`src/sv/wsvs_pkg.sv`:
```
// ----------------------------------------------------------------------------
// wsvs_pkg: shared types and constants for the WAV stream volume scaler
// Parse phases, header magic words, fixed header offsets and the result entry.
// ----------------------------------------------------------------------------
`default_nettype none

package wsvs_pkg;

  // Parser phases
  typedef enum logic [2:0] {
    PH_HEADER = 3'd0,
    PH_EXT    = 3'd1,
    PH_SIZE   = 3'd2,
    PH_DATA   = 3'd3,
    PH_PASS   = 3'd4,
    PH_ERROR  = 3'd5
  } phase_t;

  // Little-endian magic words as they sit in the four-byte history
  localparam logic [31:0] MAGIC_RIFF = 32'h4646_4952;
  localparam logic [31:0] MAGIC_WAVE = 32'h4556_4157;
  localparam logic [31:0] MAGIC_DATA = 32'h6174_6164;
  localparam logic [31:0] MAGIC_FACT = 32'h7463_6166;

  localparam int unsigned POS_W = 17;
  localparam logic [POS_W-1:0] POS_MAX = '1;

  // Header byte offsets
  localparam logic [POS_W-1:0] POS_RIFF_END  = 17'd3;
  localparam logic [POS_W-1:0] POS_WAVE_END  = 17'd11;
  localparam logic [POS_W-1:0] POS_TAG_END   = 17'd21;
  localparam logic [POS_W-1:0] POS_BITS_END  = 17'd35;
  localparam logic [POS_W-1:0] POS_CHUNK_END = 17'd39;
  localparam logic [POS_W-1:0] SIZE_AT_DATA  = 17'd40;
  localparam logic [POS_W-1:0] SIZE_AT_FACT  = 17'd52;
  localparam logic [POS_W-1:0] EXT_CHUNK_END = 17'd41;
  localparam logic [POS_W-1:0] EXT_AT_DATA   = 17'd42;
  localparam logic [POS_W-1:0] EXT_AT_FACT   = 17'd54;
  localparam logic [POS_W-1:0] SIZE_LEN_M1   = 17'd3;

  localparam logic [15:0] FMT_PCM    = 16'd1;
  localparam logic [15:0] VOL_RESET  = 16'd256;

  // One queued result
  typedef struct packed {
    logic [7:0] data;
    logic       err;
    logic       last;
  } res_t;

endpackage

`default_nettype wire

```
`src/sv/wav_stream_volume_scaler.sv`:
```
// ----------------------------------------------------------------------------
// wav_stream_volume_scaler: WAV byte stream parser with PCM volume scaling
// Echoes non-sample bytes, tracks the header, scales 8-bit or 16-bit samples.
// ----------------------------------------------------------------------------
//  Channel   Dir  Handshake              Payload
//  s_axis    in   tvalid/tready          tdata = in_byte, tuser = first_of_file
//  m_axis    out  tvalid/tready          tdata = out_byte, tuser = header_error,
//                                        tlast = last
//  cfg       in   cfg_valid/cfg_ready    cfg_data = volume (always ready)
//
//  One byte per cycle when not stalled: input register, one 17x17 multiply, result queue.
//  Each byte is registered before its results are written into the queue.
//  A 16-bit pair gives no result on its first byte and two on its second.
//  The four-entry result queue decouples the sides; input stalls when it
//  holds more than two entries. Synchronous reset clears parser and queue.
// ----------------------------------------------------------------------------
`default_nettype none

module wav_stream_volume_scaler (
  input  wire logic        clk,
  input  wire logic        rst,
  input  wire logic        s_axis_tvalid,
  output logic             s_axis_tready,
  input  wire logic [7:0]  s_axis_tdata,   // [7:0] in_byte
  input  wire logic [0:0]  s_axis_tuser,   // [0] first_of_file
  output logic             m_axis_tvalid,
  input  wire logic        m_axis_tready,
  output logic [7:0]       m_axis_tdata,   // [7:0] out_byte
  output logic [0:0]       m_axis_tuser,   // [0] header_error
  output logic             m_axis_tlast,
  input  wire logic        cfg_valid,
  output logic             cfg_ready,
  input  wire logic [15:0] cfg_data
);

  import wsvs_pkg::*;

  // Volume register
  logic [15:0] volume;

  assign cfg_ready = 1'b1;

  always_ff @(posedge clk) begin
    if (rst) begin
      volume <= VOL_RESET;
    end else if (cfg_valid) begin
      volume <= cfg_data;
    end
  end

  // Input register
  logic       in_valid;
  logic [7:0] in_byte_q;
  logic       in_first_q;
  logic       advance;
  logic [2:0] count;

  assign advance       = in_valid && (count <= 3'd2);
  assign s_axis_tready = !in_valid || advance;

  always_ff @(posedge clk) begin
    if (rst) begin
      in_valid <= 1'b0;
    end else if (s_axis_tvalid && s_axis_tready) begin
      in_valid <= 1'b1;
    end else if (advance) begin
      in_valid <= 1'b0;
    end
  end

  always_ff @(posedge clk) begin
    if (s_axis_tvalid && s_axis_tready) begin
      in_byte_q  <= s_axis_tdata;
      in_first_q <= s_axis_tuser[0];
    end
  end

  // Parser state
  logic [POS_W-1:0] byte_position, byte_position_next;
  phase_t           phase, phase_next;
  logic [31:0]      recent_bytes, recent_bytes_next;
  logic [15:0]      sample_bits, sample_bits_next;
  logic [15:0]      extension_length, extension_length_next;
  logic [POS_W-1:0] size_field_start, size_field_start_next;
  logic [31:0]      bytes_remaining, bytes_remaining_next;
  logic [7:0]       held_low_byte, held_low_byte_next;
  logic             pair_half, pair_half_next;

  // State as seen by this byte (a file start restarts the parser)
  logic [POS_W-1:0] c_pos;
  phase_t           c_phase;
  logic [31:0]      c_recent;
  logic [15:0]      c_bits;
  logic [15:0]      c_ext;
  logic [POS_W-1:0] c_sfs;
  logic [31:0]      c_rem;
  logic             c_half;
  logic             eight_bit;
  logic [POS_W-1:0] ext_end;

  always_comb begin
    c_pos    = in_first_q ? '0 : byte_position;
    c_phase  = in_first_q ? PH_HEADER : phase;
    c_recent = in_first_q ? '0 : recent_bytes;
    c_bits   = in_first_q ? '0 : sample_bits;
    c_ext    = in_first_q ? '0 : extension_length;
    c_sfs    = in_first_q ? '0 : size_field_start;
    c_rem    = in_first_q ? '0 : bytes_remaining;
    c_half   = in_first_q ? 1'b0 : pair_half;
  end

  assign eight_bit = (c_bits[15:3] == 13'd1);
  assign ext_end   = {1'b0, c_ext} + EXT_CHUNK_END;

  // Shared sample multiplier: 8-bit offset sample or signed 16-bit pair
  logic signed [16:0] mul_a;
  logic signed [16:0] mul_b;
  logic signed [33:0] prod;
  logic signed [33:0] prod_adj;
  logic [8:0]         x_off;
  logic [7:0]         scaled8;
  logic [15:0]        scaled16;

  assign x_off = {1'b0, in_byte_q} - 9'd128;

  always_comb begin
    if (eight_bit) begin
      mul_a = {{8{x_off[8]}}, x_off};
    end else begin
      mul_a = {in_byte_q[7], in_byte_q, held_low_byte};
    end
    mul_b = {1'b0, volume};
  end

  assign prod = 34'(mul_a) * 34'(mul_b);

  // Floor shift by 7, then +128 mod 256 flips the top bit
  assign scaled8  = prod[14:7] ^ 8'h80;
  // Divide by 256 toward zero: bias negatives by 255 before the shift
  assign prod_adj = prod + (prod[33] ? 34'sd255 : 34'sd0);
  assign scaled16 = prod_adj[23:8];

  // Next state and results
  logic [1:0] n_out;
  res_t       res0, res1;

  always_comb begin
    recent_bytes_next     = {in_byte_q, c_recent[31:8]};
    byte_position_next    = (c_pos != POS_MAX) ? c_pos + 1'b1 : c_pos;
    phase_next            = c_phase;
    sample_bits_next      = c_bits;
    extension_length_next = c_ext;
    size_field_start_next = c_sfs;
    bytes_remaining_next  = c_rem;
    held_low_byte_next    = held_low_byte;
    pair_half_next        = c_half;
    n_out                 = 2'd1;
    res0.data             = in_byte_q;
    res0.err              = 1'b0;
    res0.last             = 1'b1;
    res1.data             = scaled16[15:8];
    res1.err              = 1'b0;
    res1.last             = 1'b1;

    unique case (c_phase)
      PH_HEADER: begin
        if (c_pos == POS_RIFF_END && recent_bytes_next != MAGIC_RIFF) begin
          phase_next = PH_ERROR;
        end else if (c_pos == POS_WAVE_END && recent_bytes_next != MAGIC_WAVE) begin
          phase_next = PH_ERROR;
        end else if (c_pos == POS_TAG_END && recent_bytes_next[31:16] != FMT_PCM) begin
          phase_next = PH_PASS;
        end else if (c_pos == POS_BITS_END) begin
          sample_bits_next = recent_bytes_next[31:16];
        end else if (c_pos == POS_CHUNK_END) begin
          if (recent_bytes_next == MAGIC_DATA) begin
            size_field_start_next = SIZE_AT_DATA;
            phase_next            = PH_SIZE;
          end else if (recent_bytes_next == MAGIC_FACT) begin
            size_field_start_next = SIZE_AT_FACT;
            phase_next            = PH_SIZE;
          end else begin
            extension_length_next = recent_bytes_next[15:0];
            phase_next            = PH_EXT;
          end
        end
      end
      PH_EXT: begin
        if (c_pos == ext_end) begin
          if (recent_bytes_next == MAGIC_DATA) begin
            size_field_start_next = {1'b0, c_ext} + EXT_AT_DATA;
            phase_next            = PH_SIZE;
          end else if (recent_bytes_next == MAGIC_FACT) begin
            size_field_start_next = {1'b0, c_ext} + EXT_AT_FACT;
            phase_next            = PH_SIZE;
          end else begin
            bytes_remaining_next = recent_bytes_next;
            pair_half_next       = 1'b0;
            phase_next           = (recent_bytes_next == '0) ? PH_PASS : PH_DATA;
          end
        end
      end
      PH_SIZE: begin
        if (c_pos == c_sfs + SIZE_LEN_M1) begin
          bytes_remaining_next = recent_bytes_next;
          pair_half_next       = 1'b0;
          phase_next           = (recent_bytes_next == '0) ? PH_PASS : PH_DATA;
        end
      end
      PH_DATA: begin
        if (eight_bit) begin
          res0.data            = scaled8;
          bytes_remaining_next = c_rem - 1'b1;
          if (bytes_remaining_next == '0) begin
            phase_next = PH_PASS;
          end
        end else if (!c_half) begin
          // first byte of a pair: hold it, no result
          held_low_byte_next   = in_byte_q;
          pair_half_next       = 1'b1;
          bytes_remaining_next = c_rem - 1'b1;
          n_out                = 2'd0;
        end else begin
          pair_half_next = 1'b0;
          if (c_rem != '0) begin
            bytes_remaining_next = c_rem - 1'b1;
          end
          if (bytes_remaining_next == '0) begin
            phase_next = PH_PASS;
          end
          n_out     = 2'd2;
          res0.data = scaled16[7:0];
          res0.last = 1'b0;
        end
      end
      PH_PASS, PH_ERROR: begin
      end
      default: begin
      end
    endcase

    if (n_out == 2'd1) begin
      res0.err = (phase_next == PH_ERROR);
    end
  end

  always_ff @(posedge clk) begin
    if (rst) begin
      byte_position    <= '0;
      phase            <= PH_HEADER;
      recent_bytes     <= '0;
      sample_bits      <= '0;
      extension_length <= '0;
      size_field_start <= '0;
      bytes_remaining  <= '0;
      held_low_byte    <= '0;
      pair_half        <= 1'b0;
    end else if (advance) begin
      byte_position    <= byte_position_next;
      phase            <= phase_next;
      recent_bytes     <= recent_bytes_next;
      sample_bits      <= sample_bits_next;
      extension_length <= extension_length_next;
      size_field_start <= size_field_start_next;
      bytes_remaining  <= bytes_remaining_next;
      held_low_byte    <= held_low_byte_next;
      pair_half        <= pair_half_next;
    end
  end

  // Result queue, four entries, up to two pushes per cycle
  res_t       queue [4];
  logic [1:0] wr_ptr, rd_ptr;
  logic [1:0] push_n;
  logic       pop;
  res_t       head;

  assign push_n = advance ? n_out : 2'd0;
  assign pop    = m_axis_tvalid && m_axis_tready;

  always_ff @(posedge clk) begin
    if (push_n != 2'd0) begin
      queue[wr_ptr] <= res0;
    end
    if (push_n == 2'd2) begin
      queue[wr_ptr + 2'd1] <= res1;
    end
  end

  always_ff @(posedge clk) begin
    if (rst) begin
      wr_ptr <= '0;
      rd_ptr <= '0;
      count  <= '0;
    end else begin
      wr_ptr <= wr_ptr + push_n;
      rd_ptr <= rd_ptr + {1'b0, pop};
      count  <= count + {1'b0, push_n} - {2'b00, pop};
    end
  end

  assign head            = queue[rd_ptr];
  assign m_axis_tvalid   = (count != 3'd0);
  assign m_axis_tdata    = head.data;
  assign m_axis_tuser[0] = head.err;
  assign m_axis_tlast    = head.last;

  // Checks
  a_count_bound: assert property (@(posedge clk) disable iff (rst)
    count <= 3'd4)
    else $error("result queue overflow");

  a_pair_complete: assert property (@(posedge clk) disable iff (rst)
    (m_axis_tvalid && !m_axis_tlast) |-> count >= 3'd2)
    else $error("low byte of pair queued without its high byte");

  a_half_in_data: assert property (@(posedge clk) disable iff (rst)
    pair_half |-> phase == PH_DATA)
    else $error("pair half held outside data phase");

  a_rem_nonzero: assert property (@(posedge clk) disable iff (rst)
    (phase == PH_DATA && !pair_half) |-> bytes_remaining != '0)
    else $error("data phase with no bytes remaining");

endmodule

`default_nettype wire

```
`config.mk`:
```
export PLATFORM = sky130hd
export DESIGN_NAME = wav_stream_volume_scaler
export DESIGN_NICKNAME = d
export VERILOG_FILES = /design/src/sv/wsvs_pkg.sv /design/src/sv/wav_stream_volume_scaler.sv
export SDC_FILE = /design/constraint.sdc
export NUM_CORES = 1
export LEC_CHECK = 0
export BUFFER_PORTS_ARGS = -buffer_cell sky130_fd_sc_hd__buf_2
export CORE_ASPECT_RATIO = 0.8
export CORE_MARGIN = 4
export CORE_UTILIZATION = 59
export DETAILED_ROUTE_END_ITERATION = 8
export GPL_ROUTABILITY_DRIVEN = 0
export PLACE_DENSITY = 0.76
export SLEW_MARGIN = 20
export SYNTH_ARGS = -nofsm -noshare
export SYNTH_HDL_FRONTEND = slang
export SYNTH_SLANG_ARGS = --single-unit
```
`constraint.sdc`:
```
create_clock -name clk -period 14.1 [get_ports clk]
set_clock_uncertainty 0.1 [all_clocks]
set_input_delay 1.41 -clock clk [delete_from_list [all_inputs] [get_ports clk]]
set_output_delay 1.41 -clock clk [all_outputs]
set_load 0.1 [all_outputs]
```
Yosys cells after proc, flatten, opt, wreduce, memory -nomap -nowiden
Memory sizes are Yosys's and may differ from the RTL's. A register that Yosys moved wholly into a read port is not among the register bits.
Index checks and enable logic that the tools add are counted.
{ "word_totals": {"register_bits": 175, "ramBits": 40, "word_cells": 159, "mem_count": 1} }
{ "classes": {"addsub": 13, "mul": 1, "magnitude_cmp": 1, "n_eq_ne": 20, "muxes": 87, "bitwise": 3, "n_reduce_logical": 17} }
{ "mem_list": {"columns": ["name", "depth", "width", "rd", "rd_clocked_by_memory_dff", "wr", "line", "source"], "rows": [
  ["queue", 4, 10, 1, 1, 2, "wav_stream_volume_scaler.sv:272", "res_t queue [4];"]
]} }
{ "ops": {"columns": ["operator", "n"], "rows": [
  ["32-bit 2-to-1 mux", 12],
  ["16-bit 2-to-1 mux", 15],
  ["17-bit 2-to-1 mux", 14],
  ["32-bit logical NOT", 3],
  ["32-bit one-hot mux with 3 select lines", 1],
  ["32-bit by 31-bit == test with 1-bit output (second input constant)", 2],
  ["32-bit by 31-bit != test with 1-bit output (second input constant)", 2],
  ["16-bit by 6-bit adder with 17-bit output (second input constant)", 3],
  ["3-bit 2-to-1 mux", 15],
  ["17-bit == test", 2],
  ["17-bit by 6-bit == test with 1-bit output (second input constant)", 2],
  ["17-bit by 17-bit multiplier with 34-bit output", 1],
  ["17-bit one-hot mux with 2 select lines", 1],
  ["8-bit 2-to-1 mux", 4],
  ["32-bit nonzero test", 1],
  ["32-bit by 1-bit subtractor with 32-bit output (second input constant)", 1],
  ["24-bit by 9-bit adder with 24-bit output", 1],
  ["17-bit by 1-bit adder with 17-bit output (second input constant)", 1],
  ["17-bit by 2-bit adder with 17-bit output (second input constant)", 1],
  ["17-bit by 2-bit == test with 1-bit output (second input constant)", 1],
  ["17-bit by 4-bit == test with 1-bit output (second input constant)", 1],
  ["17-bit by 5-bit == test with 1-bit output (second input constant)", 1],
  ["17-bit != test (second input constant)", 1],
  ["1-bit 2-to-1 mux", 16],
  ["25 further kinds", 40]
]} }

Depth between registers and ports, before layout
{ "logic_depth": {"word_depth": 13, "ltp_mapped": 33, "mapped_depth_nobuf": 28} }

Least setup slack after synthesis
OpenSTA, ideal clock, no wires.
{ "synth_timing": {"path_kind": "register to register", "from": "register in_first_q", "to": "memory queue[1][9] (netlist bit), data pin", "setup_time_ns": 0.135, "t_arrival_ns": 8.506, "t_required_ns": 13.865, "slack_ns": 5.360, "stages_incl_launch_ff": 31, "n_path_buf": 5, "path_cell_list": "edfxtp_1 buf_2 nor4_1 nand4_1 clkbuf_1 buf_1 xnor2_1 clkbuf_1 nand2_1 inv_1 fa_1 inv_1 fa_1 inv_1 fa_1 fa_1 inv_1 fa_1 fa_1 inv_1 ha_1 nand4_1 or2_2 nor3_1 nor4_1 a211o_1 a211oi_1 nand4_1 buf_1 o41ai_1 nand2b_1"} }
{ "synth_lines": {"columns": ["item", "line", "source"], "rows": [
  ["start: declaration", "wav_stream_volume_scaler.sv:54", "logic in_first_q;"],
  ["start signal: assignment", "wav_stream_volume_scaler.sv:74", "in_first_q <= s_axis_tuser[0];"],
  ["end: declaration", "wav_stream_volume_scaler.sv:272", null]
]} }

==> results_dict.tcl <==
set metrics [dict create \
    placement.cell_area_sq_um 24100 \
    fp.dieArea_sq_um 43500 \
    post_cts_setup_buffers 0 \
    synth-seq-area-share 0.189 \
    post-route-period-util 0.685 \
    tightestPinTransition_ns 1.14 \
    synth.lib_cells_used.distinct 92 \
    port_buffers 41 \
    crit_path_end_kind "flop" \
    syn_avg_cell_area_sq_um 8.29 \
    min_path_type "flop to flop" \
    count_of_flip_flops_with_a_built_in_enable_after_synthesis 41 \
    final.setup.tns_ns 0 \
    floorplan.io_pins 43 \
    cts.path.max_buffers 3 \
    cell_count_of_the_worst_hold_path 2 \
    use_met2 0.499 \
    final_core_util 0.630 \
    max_slew_headroom_at_the_worst_pin 0.240 \
    root_buffer "sky130_fd_sc_hd__clkbuf_16" \
    antennaDiodeCount 0 \
    yosys.area_share.xor_xnor 0.0405 \
    regToRegSetupSlack_ns 4.44 \
    met3_usage 0.0778 \
    swShare 0.464 \
    cts-buffers-inserted 24 \
    dp.final_hpwl_microns 54000 \
    cpMostUsedCell "sky130_fd_sc_hd__fa_1" \
    synth_area_sq_um 23700 \
    synth_compound_area_frac 0.157 \
    cts_htree_levels 1 \
    routed_wirelength_microns 71800 \
    fmax_ghz 0.103 \
    yosys.area_share.simple 0.219 \
    proportion_of_layout_cells_with_a_drive_suffix_above_1 0.0546 \
    worst_path_largest_cell_delay_ns 0.61 \
    finish.cell_count_without_fillers 3336 \
    cp_top_family "adder cells" \
    grt_max_degree 82 \
    design.final.nets 3184 \
    cp_data_required_time_ns 14.41 \
    setup_viol 0 \
    detailedRoute.firstIterationViolations 2899 \
    power-per-cell-area_nw_per_um2 117 \
    worstSetupEndpoint "queue[1][9]" \
    ys.warnings.count 0 \
    synth-adder-area-share 0.282 \
    grt_pass1_wl_microns 116000 \
    report.final.hold_viol_count 0 \
    cts_resized 0 \
    areaGrowthSynthToFinish_pct 5.19 \
    cts_tree "yes" \
    grt_setup_unrepaired "no" \
    cts_hold_buf 0 \
    timing.critical_path.fanout_max 48 \
    floorplan.initialDensity 0.599 \
    fp-row-count 65 \
    global_router_s_overall_resource_usage 0.329 \
    place_inst 3292 \
    post_synth_mux_area_share 0.0267 \
    worst-path-stages 27 \
    total_congestion_overflow 0 \
    dr_total_vias 21469 \
    avgViaCountPerCell 6.44 \
    critical_path.startpoint_type "flop" \
    postSynthCellCount 2862 \
    clk-insertion-delay-late_ns 0.55 \
    ys.flop_type "sky130_fd_sc_hd__dfxtp_1" \
    reg2reg_to "queue[1][9]" \
    worstRegToRegCells 27 \
    report.final.slew_viol_count 0 \
    grt_use_met1 0.464 \
    fp.dieW_microns 232 \
    detail_route.drc_violations 0 \
    fin_crit_ns 9.66 \
    internal_power_uw 1570 \
    clock-sinks 204 \
    cp_slowest_cell "sky130_fd_sc_hd__xnor2_2" \
    number_of_global_route_vias_before_repair 21357 \
    postLayoutCellArea_sq_um 25000 \
    worstPathArrival_ns 9.97 \
    fp.dieH_microns 187 \
    top_usage_layer "met2" \
    initial_antenna_violation_count 0 \
    postSynthRegisterBits 204 \
    share_of_total_power_in_the_clock_network 0.227 \
    main_combinational_cell_family_by_area_after_synthesis "adder cells" \
    hold_slack_ns 0.372 \
    postRouteAntennaNets 0 \
    seq_power_share 0.238 \
    critPathKind "flop to flop" \
    max_cap_viol_count 0 \
    detail_route.first_pass.iterations 6 \
    power.ir.vdd_worst_mv 0.103 \
    netSwitchingPower_uw 1360 \
    core-area_sq_um 39600 \
    p_leak_uw 0.0109 \
    status "finished clean" \
    worst-path-buf-inv 7 \
    synth_async_sr_flop_share 0 \
    r2r-start "in_first_q" \
    clk_pin_slew_ns 0.07 \
    syn_nets 3264 \
    power_frac_comb 0.535 \
    critical_path.startpoint "in_first_q" \
    wire_per_inst_microns 21.5 \
]
[state kept, by name (all words and copies together) (netlist names)]
name,flops
size_field_start,17
wr_ptr,2
in_valid,1
extension_length,16
in_first_q,1
phase,3
rd_ptr,2
count,3
bytes_remaining,32
pair_half,1
queue,40
held_low_byte,8
in_byte_q,8
sample_bits,13
volume,16
recent_bytes,24
byte_position,17
[cell families (layout without fill, tap and decap cells)]
kind of cell               count (synthesis)  in the layout
AOI/OAI and AO/OA                        553            553
buffers and inverters                    530            468
adders and majority gates                372            372
and+or+nand+nor                         1044           1044
other                                      1              1
xor gates and xnor gates                 108            108
DFF                                      204            204
muxes                                     50             50
[power by group through the flow]
stage | clock network (uW) | registers [uW] | logic, uW
finish | 665 | 698 | 1570
global route | 692 | 701 | 1760
CTS | 667 | 693 | 1560
detailed placement | 0 | 705 | 1550
global placement | 0 | 703 | 1500
floorplan | 0 | 662 | 1220
[cells in the final DEF, fill, tap and decap left out, drive strengths merged, types with 9 or more instances in the layout]
master / netlist / layout
and3: 18 / 18
xnor2: 63 / 63
xor2: 44 / 44
a31oi: 26 / 26
or3: 19 / 19
mux2i: 34 / 34
o41ai: 9 / 9
nand2b: 25 / 25
o211ai: 30 / 30
buf: 29 / 59
o21ai: 91 / 91
fa: 270 / 270
mux4: 10 / 10
inv: 365 / 365
o21a: 10 / 10
nor2: 222 / 222
or4: 14 / 14
dfxtp: 163 / 163
nand2: 327 / 327
ha: 102 / 102
nand3: 58 / 58
nand4: 34 / 34
clkbuf: 136 / 30
edfxtp: 41 / 41
a21o: 39 / 39
o22ai: 30 / 30
a21oi: 139 / 139
nor4: 32 / 32
nor3: 48 / 48
and2: 143 / 143
a221oi: 9 / 9
o31ai: 9 / 9
or2: 9 / 9
nor2b: 52 / 52
nand4b: 13 / 13
a22oi: 43 / 43
a211oi: 19 / 19
[through the flow]
| step | total power [uW] | worst slack (ns) |
|---|---|---|
| final | 2930 | 4.44 |
| after global routing | 3150 | 3.76 |
| after CTS | 2920 | 4.14 |
| after detailed placement | 2250 | 4.19 |
| after global placement | 2210 | 4.43 |
| after floorplan | 1880 | 5.36 |
[worst register-to-register path, cell delays in order (launching register included)]
cell and delay, ns:
sky130_fd_sc_hd__edfxtp_1 0.36, sky130_fd_sc_hd__buf_4 0.31, sky130_fd_sc_hd__nor4_1 0.26, sky130_fd_sc_hd__nand4_1 0.13
sky130_fd_sc_hd__buf_4 0.27, sky130_fd_sc_hd__xnor2_2 0.64, sky130_fd_sc_hd__nand2_1 0.20, sky130_fd_sc_hd__inv_1 0.17
sky130_fd_sc_hd__fa_1 0.48, sky130_fd_sc_hd__inv_1 0.24, sky130_fd_sc_hd__fa_1 0.47, sky130_fd_sc_hd__inv_1 0.40
sky130_fd_sc_hd__fa_1 0.61, sky130_fd_sc_hd__fa_1 0.57, sky130_fd_sc_hd__inv_1 0.05, sky130_fd_sc_hd__fa_1 0.48
sky130_fd_sc_hd__fa_1 0.55, sky130_fd_sc_hd__inv_1 0.04, sky130_fd_sc_hd__ha_1 0.29, sky130_fd_sc_hd__nand4_1 0.11
sky130_fd_sc_hd__or2_2 0.33, sky130_fd_sc_hd__nor3_1 0.19, sky130_fd_sc_hd__nor4_1 0.09, sky130_fd_sc_hd__a211o_1 0.40
sky130_fd_sc_hd__a211oi_1 0.46, sky130_fd_sc_hd__nand4_1 0.59, sky130_fd_sc_hd__o41ai_1 0.55, sky130_fd_sc_hd__nand2b_1 0.15
[cells in the mapped netlist (34+ instances only)]
library cell | instances | area, sq um
sky130_fd_sc_hd__ha_1 | 102 | 1280
sky130_fd_sc_hd__xor2_1 | 44 | 385
sky130_fd_sc_hd__nand2_1 | 326 | 1220
sky130_fd_sc_hd__inv_1 | 365 | 1370
sky130_fd_sc_hd__a21o_1 | 39 | 293
sky130_fd_sc_hd__xnor2_1 | 63 | 552
sky130_fd_sc_hd__mux2i_1 | 34 | 340
sky130_fd_sc_hd__nand3_1 | 57 | 285
sky130_fd_sc_hd__nor2_1 | 222 | 833
sky130_fd_sc_hd__clkbuf_1 | 136 | 510
sky130_fd_sc_hd__o21ai_0 | 85 | 425
sky130_fd_sc_hd__edfxtp_1 | 41 | 1230
sky130_fd_sc_hd__fa_1 | 270 | 5410
sky130_fd_sc_hd__dfxtp_1 | 163 | 3260
sky130_fd_sc_hd__and2_1 | 143 | 895
sky130_fd_sc_hd__a22oi_1 | 43 | 323
sky130_fd_sc_hd__a21oi_1 | 139 | 696
sky130_fd_sc_hd__nand4_1 | 34 | 213
sky130_fd_sc_hd__nor2b_1 | 52 | 325
sky130_fd_sc_hd__nor3_1 | 47 | 235
[per-layer routing]
| metal | vias to the layer above | wire, microns |
|---|---|---|
| met2 | 1360 | 31400 |
| li1 | 9467 | - |
| met3 | 237 | 8660 |
| met4 | 0 | 2980 |
| met1 | 10405 | 28800 |
| met5 | - | 0 |
[worst min path at each step]
| stage | from | end |
|---|---|---|
| CTS | sample_bits[12] | sample_bits[12] |
| detailed placement | sample_bits[12] | sample_bits[12] |
| floorplan | sample_bits[12] | sample_bits[12] |
| global placement | sample_bits[12] | sample_bits[12] |
| finish | sample_bits[12] | sample_bits[12] |
| global route | queue[3][1] | queue[3][1] |
[area by class of cell]
class	instances	area (sq um)
fillers	3349	14700
clock buffers	30	664
well taps	536	671
multi-input cells	2128	17300
inverters	365	1370
repair buffers	59	343
clock inverters	14	164
flip-flops and latches	204	4490
No activity file was read; power rests on OpenSTA's default activity.
